**src/hdl/pctd_pkg.sv**
```systemverilog
// shared constants and types for the trial-division prime counter
`timescale 1ns / 1ps

package pctd_pkg;

    // input value and tally widths
    localparam int VALUE_W = 32;
    localparam int MAG_W   = VALUE_W - 1;
    localparam int TALLY_W = 32;

    // trial divisor never exceeds 46341, square stays below 2^32
    localparam int DIV_W     = 16;
    localparam int SQ_W      = 32;
    localparam int DIV_STEPS = MAG_W;
    localparam int CNT_W     = $clog2(DIV_STEPS);

    localparam logic [TALLY_W-1:0] TALLY_MAX = {TALLY_W{1'b1}};
    localparam logic [DIV_W-1:0]   FIRST_DIV = DIV_W'(2);
    localparam logic [SQ_W-1:0]    FIRST_SQ  = SQ_W'(4);

    // verdict handed from the sequencer to the output stage
    typedef struct packed {
        logic valid;
        logic prime;
    } pctd_verdict_t;

endpackage

```
**src/hdl/pctd_rem_unit.sv**
```systemverilog
// shared restoring divider that forms the remainder one bit per cycle
`timescale 1ns / 1ps

module pctd_rem_unit (
    input  logic                       clk,
    input  logic                       rst_n,
    input  logic                       start,
    input  logic [pctd_pkg::MAG_W-1:0] dividend,
    input  logic [pctd_pkg::DIV_W-1:0] divisor,
    output logic                       done,
    output logic                       rem_zero
);
    import pctd_pkg::*;

    logic                busy_reg, busy_next;
    logic                done_reg, done_next;
    logic [CNT_W-1:0]    cnt_reg, cnt_next;
    logic [MAG_W-1:0]    dvd_reg, dvd_next;
    logic [DIV_W-1:0]    rem_reg, rem_next;
    logic [DIV_W:0]      rem_shift;
    logic [DIV_W:0]      rem_diff;

    // one restoring step: shift in next dividend bit, subtract if it fits
    assign rem_shift = {rem_reg, dvd_reg[MAG_W-1]};
    assign rem_diff  = rem_shift - {1'b0, divisor};

    always_comb
    begin
        busy_next = busy_reg;
        done_next = 1'b0;
        cnt_next  = cnt_reg;
        dvd_next  = dvd_reg;
        rem_next  = rem_reg;
        if (start)
        begin
            busy_next = 1'b1;
            cnt_next  = CNT_W'(DIV_STEPS - 1);
            dvd_next  = dividend;
            rem_next  = '0;
        end
        else if (busy_reg)
        begin
            dvd_next = {dvd_reg[MAG_W-2:0], 1'b0};
            if (rem_shift >= {1'b0, divisor})
                rem_next = rem_diff[DIV_W-1:0];
            else
                rem_next = rem_shift[DIV_W-1:0];
            cnt_next = cnt_reg - CNT_W'(1);
            if (cnt_reg == '0)
            begin
                busy_next = 1'b0;
                done_next = 1'b1;
            end
        end
    end

    // control state
    always_ff @(posedge clk or negedge rst_n)
    begin
        if (!rst_n)
        begin
            busy_reg <= 1'b0;
            done_reg <= 1'b0;
            cnt_reg  <= '0;
        end
        else
        begin
            busy_reg <= busy_next;
            done_reg <= done_next;
            cnt_reg  <= cnt_next;
        end
    end

    // datapath
    always_ff @(posedge clk)
    begin
        dvd_reg <= dvd_next;
        rem_reg <= rem_next;
    end

    assign done     = done_reg;
    assign rem_zero = (rem_reg == '0);

endmodule

```
**src/hdl/pctd_ctrl.sv**
```systemverilog
// sequencer that walks trial divisors and keeps the running square
`timescale 1ns / 1ps

module pctd_ctrl (
    input  logic                         clk,
    input  logic                         rst_n,
    input  logic                         start,
    input  logic [pctd_pkg::VALUE_W-1:0] value,
    input  logic                         take,
    output logic                         idle,
    output pctd_pkg::pctd_verdict_t      verdict,
    output logic                         div_start,
    output logic [pctd_pkg::MAG_W-1:0]   div_dividend,
    output logic [pctd_pkg::DIV_W-1:0]   div_divisor,
    input  logic                         div_done,
    input  logic                         div_rem_zero
);
    import pctd_pkg::*;

    typedef enum logic [3:0] {
        ST_IDLE  = 4'b0001,
        ST_CHECK = 4'b0010,
        ST_DIV   = 4'b0100,
        ST_DONE  = 4'b1000
    } state_t;

    state_t           state_reg, state_next;
    logic             prime_reg, prime_next;
    logic [MAG_W-1:0] v_reg, v_next;
    logic [DIV_W-1:0] d_reg, d_next;
    logic [SQ_W-1:0]  dsq_reg, dsq_next;
    logic             trivial;

    // negative, zero and one are never prime
    assign trivial = value[VALUE_W-1] || (value[MAG_W-1:0] <= MAG_W'(1));

    always_comb
    begin
        state_next = state_reg;
        prime_next = prime_reg;
        v_next     = v_reg;
        d_next     = d_reg;
        dsq_next   = dsq_reg;
        div_start  = 1'b0;
        unique case (state_reg)
            ST_IDLE:
            begin
                if (start)
                begin
                    v_next   = value[MAG_W-1:0];
                    d_next   = FIRST_DIV;
                    dsq_next = FIRST_SQ;
                    if (trivial)
                    begin
                        prime_next = 1'b0;
                        state_next = ST_DONE;
                    end
                    else
                        state_next = ST_CHECK;
                end
            end
            ST_CHECK:
            begin
                // divisor past the square root: no factor found
                if (dsq_reg > {1'b0, v_reg})
                begin
                    prime_next = 1'b1;
                    state_next = ST_DONE;
                end
                else
                begin
                    div_start  = 1'b1;
                    state_next = ST_DIV;
                end
            end
            ST_DIV:
            begin
                if (div_done)
                begin
                    if (div_rem_zero)
                    begin
                        prime_next = 1'b0;
                        state_next = ST_DONE;
                    end
                    else
                    begin
                        // (d+1)^2 = d^2 + 2d + 1
                        d_next     = d_reg + DIV_W'(1);
                        dsq_next   = dsq_reg + SQ_W'({d_reg, 1'b1});
                        state_next = ST_CHECK;
                    end
                end
            end
            ST_DONE:
            begin
                if (take)
                    state_next = ST_IDLE;
            end
            default:
            begin
                state_next = ST_IDLE;
            end
        endcase
    end

    // control state
    always_ff @(posedge clk or negedge rst_n)
    begin
        if (!rst_n)
            state_reg <= ST_IDLE;
        else
            state_reg <= state_next;
    end

    // datapath
    always_ff @(posedge clk)
    begin
        prime_reg <= prime_next;
        v_reg     <= v_next;
        d_reg     <= d_next;
        dsq_reg   <= dsq_next;
    end

    assign idle          = (state_reg == ST_IDLE);
    assign verdict.valid = (state_reg == ST_DONE);
    assign verdict.prime = prime_reg;
    assign div_dividend  = v_reg;
    assign div_divisor   = d_reg;

endmodule

```
**src/hdl/prime_count_trial_division_unit.sv**
```systemverilog
// top level: trial-division primality test with a saturating prime tally
`timescale 1ns / 1ps
//
// channel   direction  tdata                   tuser
// s_axis    in         [31:0] value (signed)   -
// m_axis    out        [31:0] prime_total      [0] is_prime
//
// values below 2 skip the trial divisions and go straight to the done state
// each trial divisor takes one pass through the shared bit-serial remainder unit,
// so a prime v, the worst case, runs all floor(sqrt(v)) - 1 trial divisors
// one item is in work at a time; s_axis_tready is low from accept until the
// result moves into the output register, which may still hold a stalled result
// reset clears the tally, the sequencer and the output valid; no clearing pass

module prime_count_trial_division_unit (
    input  logic                         clk,
    input  logic                         rst_n,
    input  logic                         s_axis_tvalid,
    output logic                         s_axis_tready,
    input  logic [pctd_pkg::VALUE_W-1:0] s_axis_tdata,   // [31:0] value
    output logic                         m_axis_tvalid,
    input  logic                         m_axis_tready,
    output logic [pctd_pkg::TALLY_W-1:0] m_axis_tdata,   // [31:0] prime_total
    output logic                         m_axis_tuser    // [0] is_prime
);
    import pctd_pkg::*;

    logic               accept;
    logic               take;
    logic               load;
    logic               idle;
    pctd_verdict_t      verdict;
    logic               div_start;
    logic [MAG_W-1:0]   div_dividend;
    logic [DIV_W-1:0]   div_divisor;
    logic               div_done;
    logic               div_rem_zero;

    logic               out_valid_reg, out_valid_next;
    logic               out_prime_reg, out_prime_next;
    logic [TALLY_W-1:0] tally_reg, tally_next;

    assign s_axis_tready = idle;
    assign accept        = s_axis_tvalid && s_axis_tready;
    assign take          = !out_valid_reg || m_axis_tready;
    assign load          = verdict.valid && take;

    pctd_ctrl u_ctrl (
        .clk          (clk),
        .rst_n        (rst_n),
        .start        (accept),
        .value        (s_axis_tdata),
        .take         (take),
        .idle         (idle),
        .verdict      (verdict),
        .div_start    (div_start),
        .div_dividend (div_dividend),
        .div_divisor  (div_divisor),
        .div_done     (div_done),
        .div_rem_zero (div_rem_zero)
    );

    pctd_rem_unit u_rem (
        .clk      (clk),
        .rst_n    (rst_n),
        .start    (div_start),
        .dividend (div_dividend),
        .divisor  (div_divisor),
        .done     (div_done),
        .rem_zero (div_rem_zero)
    );

    // tally update and output register
    always_comb
    begin
        tally_next     = tally_reg;
        out_valid_next = out_valid_reg;
        out_prime_next = out_prime_reg;
        if (load)
        begin
            if (verdict.prime && (tally_reg != TALLY_MAX))
                tally_next = tally_reg + TALLY_W'(1);
            out_valid_next = 1'b1;
            out_prime_next = verdict.prime;
        end
        else if (m_axis_tready)
            out_valid_next = 1'b0;
    end

    always_ff @(posedge clk or negedge rst_n)
    begin
        if (!rst_n)
        begin
            out_valid_reg <= 1'b0;
            tally_reg     <= '0;
        end
        else
        begin
            out_valid_reg <= out_valid_next;
            tally_reg     <= tally_next;
        end
    end

    always_ff @(posedge clk)
    begin
        out_prime_reg <= out_prime_next;
    end

    assign m_axis_tvalid = out_valid_reg;
    assign m_axis_tuser  = out_prime_reg;
    assign m_axis_tdata  = tally_reg;

`ifndef SYNTH
    // tally moves by at most one per cycle and never down
    a_tally_step: assert property (@(posedge clk) disable iff (!rst_n)
        (tally_reg == $past(tally_reg)) || (tally_reg == $past(tally_reg) + TALLY_W'(1)))
        else $error("tally jumped");

    // a reported prime means the tally is nonzero
    a_prime_tally: assert property (@(posedge clk) disable iff (!rst_n)
        (m_axis_tvalid && m_axis_tuser) |-> (tally_reg != '0))
        else $error("prime reported with zero tally");

    // no new transaction is taken while the sequencer holds a verdict
    a_no_accept_busy: assert property (@(posedge clk) disable iff (!rst_n)
        verdict.valid |-> !s_axis_tready)
        else $error("input accepted while verdict pending");

    // the tally only changes when a verdict is loaded
    a_tally_on_load: assert property (@(posedge clk) disable iff (!rst_n)
        !load |=> $stable(tally_reg))
        else $error("tally changed without a result");
`endif

endmodule
```
**config.mk**
```make
export PLATFORM = sky130hd
export DESIGN_NAME = prime_count_trial_division_unit
export DESIGN_NICKNAME = d
export VERILOG_FILES = /design/src/hdl/pctd_pkg.sv /design/src/hdl/pctd_rem_unit.sv /design/src/hdl/pctd_ctrl.sv /design/src/hdl/prime_count_trial_division_unit.sv
export SDC_FILE = /design/constraint.sdc
export NUM_CORES = 1
export LEC_CHECK = 0
export BUFFER_PORTS_ARGS = -buffer_cell sky130_fd_sc_hd__buf_2
export CORE_ASPECT_RATIO = 0.75
export CORE_MARGIN = 10
export CORE_UTILIZATION = 50
export DETAILED_ROUTE_END_ITERATION = 10
export PLACE_DENSITY = 0.68
export SYNTH_ARGS = -nofsm -noshare
export SYNTH_HDL_FRONTEND = slang
export SYNTH_SLANG_ARGS = --single-unit
export TNS_END_PERCENT = 1
```
**constraint.sdc**
```tcl
create_clock -name clk -period 6.8 [get_ports clk]
set_input_delay 0.34 -clock clk [delete_from_list [all_inputs] [get_ports clk]]
set_output_delay 0.34 -clock clk [all_outputs]
set_load 0.01 [all_outputs]
```
Word-level counts from Yosys, hierarchy flattened
Index checks and enable logic that the tools add are counted.
{ "word_totals": {"reg_bits": 172, "out_inout_bits": 35, "word_cells": 86} }
{ "classes": {"addsub": 5, "n_lt_le_gt_ge": 3, "n_eq_ne": 12, "muxes": 36, "reduce_logical": 17} }
{ "op_table": {"columns": ["cell", "count"], "rows": [
  ["$mux 32", 3],
  ["$mux 16", 4],
  ["$pmux 32 s2", 1],
  ["$mux 31", 2],
  ["$add 32x1->32 const B", 1],
  ["$add 32x17->32", 1],
  ["$gt 32x31->1", 1],
  ["$ne 32x32->1 const B", 1],
  ["$pmux 16 s2", 1],
  ["$le 31x1->1 const B", 1],
  ["$mux 4", 6],
  ["$ge 17x16->1", 1],
  ["$add 16x1->16 const B", 1],
  ["$logic_not 16->1", 1],
  ["$pmux 4 s4", 1],
  ["$sub 16x16->16", 1],
  ["$mux 1", 15],
  ["$mux 5", 2],
  ["$ne 2x1->1 const B", 4],
  ["$ne 2x2->1 const B", 3],
  ["$reduce_and 6->1", 1],
  ["$reduce_bool 2->1", 3],
  ["$logic_not 5->1", 1],
  ["$sub 5x1->5 const B", 1],
  ["12 further kinds", 16]
]} }

Longest topological paths before layout
{ "depth": {"ltp_word": 5, "mapped_depth": 10, "ltp_nobuf": 10} }

Cells and area by module
A second synthesis with hierarchy kept.
{ "hier_totals": {"cells_unflattened": 975, "hier_area_um2": 10191.0} }
{ "by_module_without_submodules": {"columns": ["mod", "n_inst", "cells_per_inst", "area_per_inst_um2", "seq_area_each_um2"], "rows": [
  ["pctd_ctrl", 1, 519, 5300.1, 2503.7],
  ["pctd_rem_unit", 1, 309, 3243.1, 1426.4],
  ["prime_count_trial_division_unit", 1, 147, 1647.8, 855.8]
]} }

Worst setup path before layout
OpenSTA, ideal clock, no wires.
{ "synth_timing": {"kind": "reg2reg", "startpoint": "register u_ctrl.state_reg[1]", "endpoint": "register u_ctrl.d_reg[0] (netlist: u_ctrl.div_divisor[0]) (enable)", "setup_ns": 0.513, "arrival_time_ns": 4.580, "t_required_ns": 6.287, "setup_slack_ns": 1.707, "path_stages_with_launch": 4, "path_buffers": 0, "period_less_slack_ns": 5.093, "cell_sequence": "dfrtp_1 > nor4b_1 > nor2_1 > nor3_1"} }
{ "synth_via": {"elab_chain_cells": 4, "word_cells_on_any_way": 8} }
{ "synth_rtl": {"columns": ["element", "line", "text"], "rows": [
  ["start, declared", "pctd_ctrl.sv:27", "state_t state_reg, state_next;"],
  ["start signal, assigned", "pctd_ctrl.sv:112", "state_reg <= state_next;"],
  ["$eq 4x1->1", "pctd_ctrl.sv:45, pctd_ctrl.sv:124", null],
  ["$logic_and 1x1->1", "prime_count_trial_division_unit.sv:44", "assign accept = s_axis_tvalid && s_axis_tready;"],
  ["$ne 2x1->1 (no source line)", null, null],
  ["$reduce_and 4->1 (no source line) (*)", null, null],
  ["end signal, assigned", "pctd_ctrl.sv:120", "d_reg <= d_next;"],
  ["end, declared", "pctd_ctrl.sv:30", "logic [DIV_W-1:0] d_reg, d_next;"]
]} }
Every way passes the cells marked *; elsewhere a longest branch is shown, timed or not.
A chain may end at the register's enable or synchronous reset.

Final worst setup path
{ "layout_timing": {"startpoint": "register u_ctrl.state_reg[3]", "endpoint": "register u_ctrl.state_reg[3]"} }
{ "layout_via": {"elab_chain_cells": 4, "word_cells_on_any_way": 10} }
{ "layout_rtl": {"columns": ["element", "line"], "rows": [
  ["$eq 4x1->1", "pctd_ctrl.sv:45, pctd_ctrl.sv:124"],
  ["$logic_and 1x1->1", "prime_count_trial_division_unit.sv:44"],
  ["$ne 2x1->1 (no source line)", null],
  ["$reduce_and 3->1 (no source line)", null]
]} }
Several ways; a longest one is shown, not always the timed one.

==> results.yml <==
outcome:
  outcome: "complete, no violations"
timing:
  fmax_mhz: 288
  worst_pin_slew_ns: 1.08
  drv_slew: 0
  setup_viol: 0
  max_slew_margin_pct: 27.3
  hold_viol: 0
  setup_tns_ns: 0
  rsz0062_at_grt: "no"
  min_period_ns: 3.47
  clock_skew_ns: 0.0114
  finalCritPeriodShare_pct: 51.0
floorplan:
  die_w_um: 183
  ios: 71
  die_h_um: 142
  rows: 44
  core_um2: 19400
  initial_core_util_pct: 51.1
  dieArea_um2: 26000
yosys:
  yosysUniqueCellTypes: 73
  synth_edf_count: 112
  synth_ff_type: "edfxtp_1"
  ys_ff_latch: 172
  yosysWarnings: 0
  async_flop_share_pct: 25.6
  syn_area_per_cell_um2: 10.6
  syn-cell-area_um2: 9930
  synthesis.nets: 1042
  ys_seq_area_share_pct: 48.2
  synthCells: 937
detailed_routing:
  vias: 7349
  wl_per_cell_um: 17.6
  ant_nets: 0
  wl_mm: 22.4
  firstDrtPassIters: 5
  vias_per_cell: 5.76
  drc: 0
  drt_iter0_drc: 583
pwr:
  p_per_area_nw_per_um2: 498
  leakagePower_nw: 4.58
  ir_worst_vdd_v: 0.000256
grt:
  grt_pass1_wl_mm: 36.7
  grt_overflow: 0
  antenna_found_initial: 0
  track_usage_pct: 17.3
  grt_pass1_vias: 7132
  grt_max_degree: 49
critical_path:
  cp.arrival_ns: 3.79
  cp_slowest_cell: "o21ai_4"
  crit_family: "compound AO/OA/AOI/OAI gates"
  path_cells: "or4b_4 -> a2111o_1 -> a21oi_2 -> nand2_1 -> o21ai_4 -> buf_4 -> nor3_1 -> or2_1"
  cp.buffers_inverters: 1
  cpPeakStageDelay_ns: 0.84
  end_kind: "register"
  crit_type: "register to register"
  cp-start-kind: "register"
  cp.required_ns: 7.12
  cp_max_fo: 33
place:
  gp_congestion: 0.868
  io_buffers: 70
  dp_hpwl_mm: 16.1
clock_network:
  post_cts_buffers: 0
  htree_levels: 4
  postCtsResizedCells: 0
  cts_hold_buf: 0
  cts_tree: "built"
  cts.clk_slew.worst_paths_ns: 0.08
  cts.root.buffer_cell: "clkbuf_16"
  cts_buffers: 17
  clock_path_buffers: 2
  clock-sinks: 172
  clock_latency_ns: 0.43
layout:
  layout-drive-gt1-share_pct: 16.1
  final_nets: 1114
  antenna_cells: 0
  fin_util_pct: 57.2
  synthToLayoutAreaGrowth_pct: 11.9
  fill_cells: 1699
run:
  maxCapViolations: 0
worst_hold_path:
  hold_path.class: "input port to asynchronous set/reset pin"
-- per-stage QoR --
| step | power (W) | worst slack (ns) | cells | hold WS (ns) | area, um2 |
|---|---|---|---|---|---|
| final | 0.00553 | 3.33 | 1275 | 0.0575 | 11100 |
| after global routing | 0.00599 | 3.12 | 1275 | 0.0690 | 11100 |
| after CTS | 0.00553 | 3.32 | 1275 | 0.0678 | 11100 |
| after detailed placement | 0.00454 | 3.36 | 1243 | 0.476 | 10500 |
| after global placement | 0.00449 | 3.40 | 1243 | 0.471 | 10500 |
| after floorplan | 0.00390 | 1.71 | 937 | 0.0444 | 9930 |
-- worst paths after layout --
check,startpoint,end,slack [ns],cells past startpoint
worst max-delay path,u_ctrl.state_reg[3]$_DFFE_PN0P_,u_ctrl.state_reg[3]$_DFFE_PN0P_,3.33,8
worst min-delay path,rst_n,m_axis_tdata[18]$_DFFE_PN0P_,0.06,1
worst max register to register,u_ctrl.state_reg[3]$_DFFE_PN0P_,u_ctrl.state_reg[3]$_DFFE_PN0P_,3.33,8
worst min register to register,u_ctrl.prime_reg$_DFFE_PP_,m_axis_tuser$_DFFE_PP_,0.49,0
max in group asynchronous,rst_n,u_rem.done$_DFF_PN0_,6.15,1
min in group clk,s_axis_tdata[0],u_ctrl.div_dividend[0]$_DFFE_PP_,0.08,1
-- cells in the mapped netlist, types with 6 or more instances --
master,number,area share [%]
a211oi_1,9,0.68
nor3_1,24,1.2
nand2_1,49,1.9
and4_1,6,0.53
o21a_1,8,0.60
nand4_1,22,1.4
xor2_1,20,1.8
nand3_1,41,2.1
clkbuf_1,15,0.57
or2_2,8,0.50
a21oi_1,61,3.1
nor2_1,67,2.5
a21o_1,21,1.6
dfxtp_1,16,3.2
or3_1,17,1.1
dfrtp_1,43,11
nand2b_1,13,0.82
and3_1,16,1.0
inv_1,66,2.5
mux2_2,30,3.4
o21ai_0,31,1.6
o211ai_1,7,0.53
edfxtp_1,112,34
a311oi_1,9,0.79
nor2b_1,6,0.38
and2_1,6,0.38
xnor2_1,45,4.0
nor4_1,22,1.4
ha_1,67,8.4
-- cells in the final DEF, fill, tap and decap left out, types with 7 or more instances in the layout --
cell type	instances
o211ai_1	7
nand2_1	49
xnor2_1	45
o21a_1	8
mux2_2	30
nand2b_1	13
nor2_1	67
a21o_1	21
edfxtp_1	112
inv_1	66
and3_1	16
a311oi_1	9
ha_1	67
nand3_1	41
or2_2	8
nand4_1	22
o21ai_0	31
nor4_1	22
buf_4	8
nor3_1	23
buf_2	70
or3_1	17
a211oi_1	9
xor2_1	20
clkbuf_16	17
dfrtp_1	43
dfxtp_1	16
a21oi_1	61
-- worst reg2reg max path: stages (launching register included) --
cell,delay [ns]
dfrtp_1,0.41
or4b_4,0.59
a2111o_1,0.43
a21oi_2,0.14
nand2_1,0.11
o21ai_4,0.84
buf_4,0.46
nor3_1,0.14
or2_1,0.23
-- area by class of cell --
type                            count  area [um2]  share of cell area, %
Clock inverter                     15         151                   1.36
Tap cell                          253         317                   2.85
Timing Repair Buffer               78         410                   3.69
Inverter                           66         248                   2.23
Clock buffer                       17         425                   3.83
Sequential cell                   172        4790                   43.1
Multi-Input combinational cell    674        4780                   43.0
-- kinds of logic after synthesis --
| family | after synthesis | synth area share [%] |
|---|---|---|
| flops | 172 | 48.2 |
| mux | 33 | 3.71 |
| buf+inv | 91 | 3.81 |
| compound gates | 186 | 12.4 |
| xor+xnor | 65 | 5.73 |
| fa+ha+maj | 69 | 8.85 |
| simple gates | 321 | 17.3 |
-- report_power, final --
group	internal [W]	switching [W]
Clock	0.000490	0.000467
Sequential	0.00161	0.000305
Combinational	0.00107	0.00159
-- routing by layer --
layer / GRT usage, % / wire length (um) / vias to the layer above
li1: - / - / 3634
met1: 25.3 / 11400 / 3531
met2: 25.5 / 9500 / 164
met3: 3.66 / 1230 / 20
met4: 4.61 / 250 / 0
met5: 0 / 0 / -
Note: power is estimated with default switching activity, not from simulation.
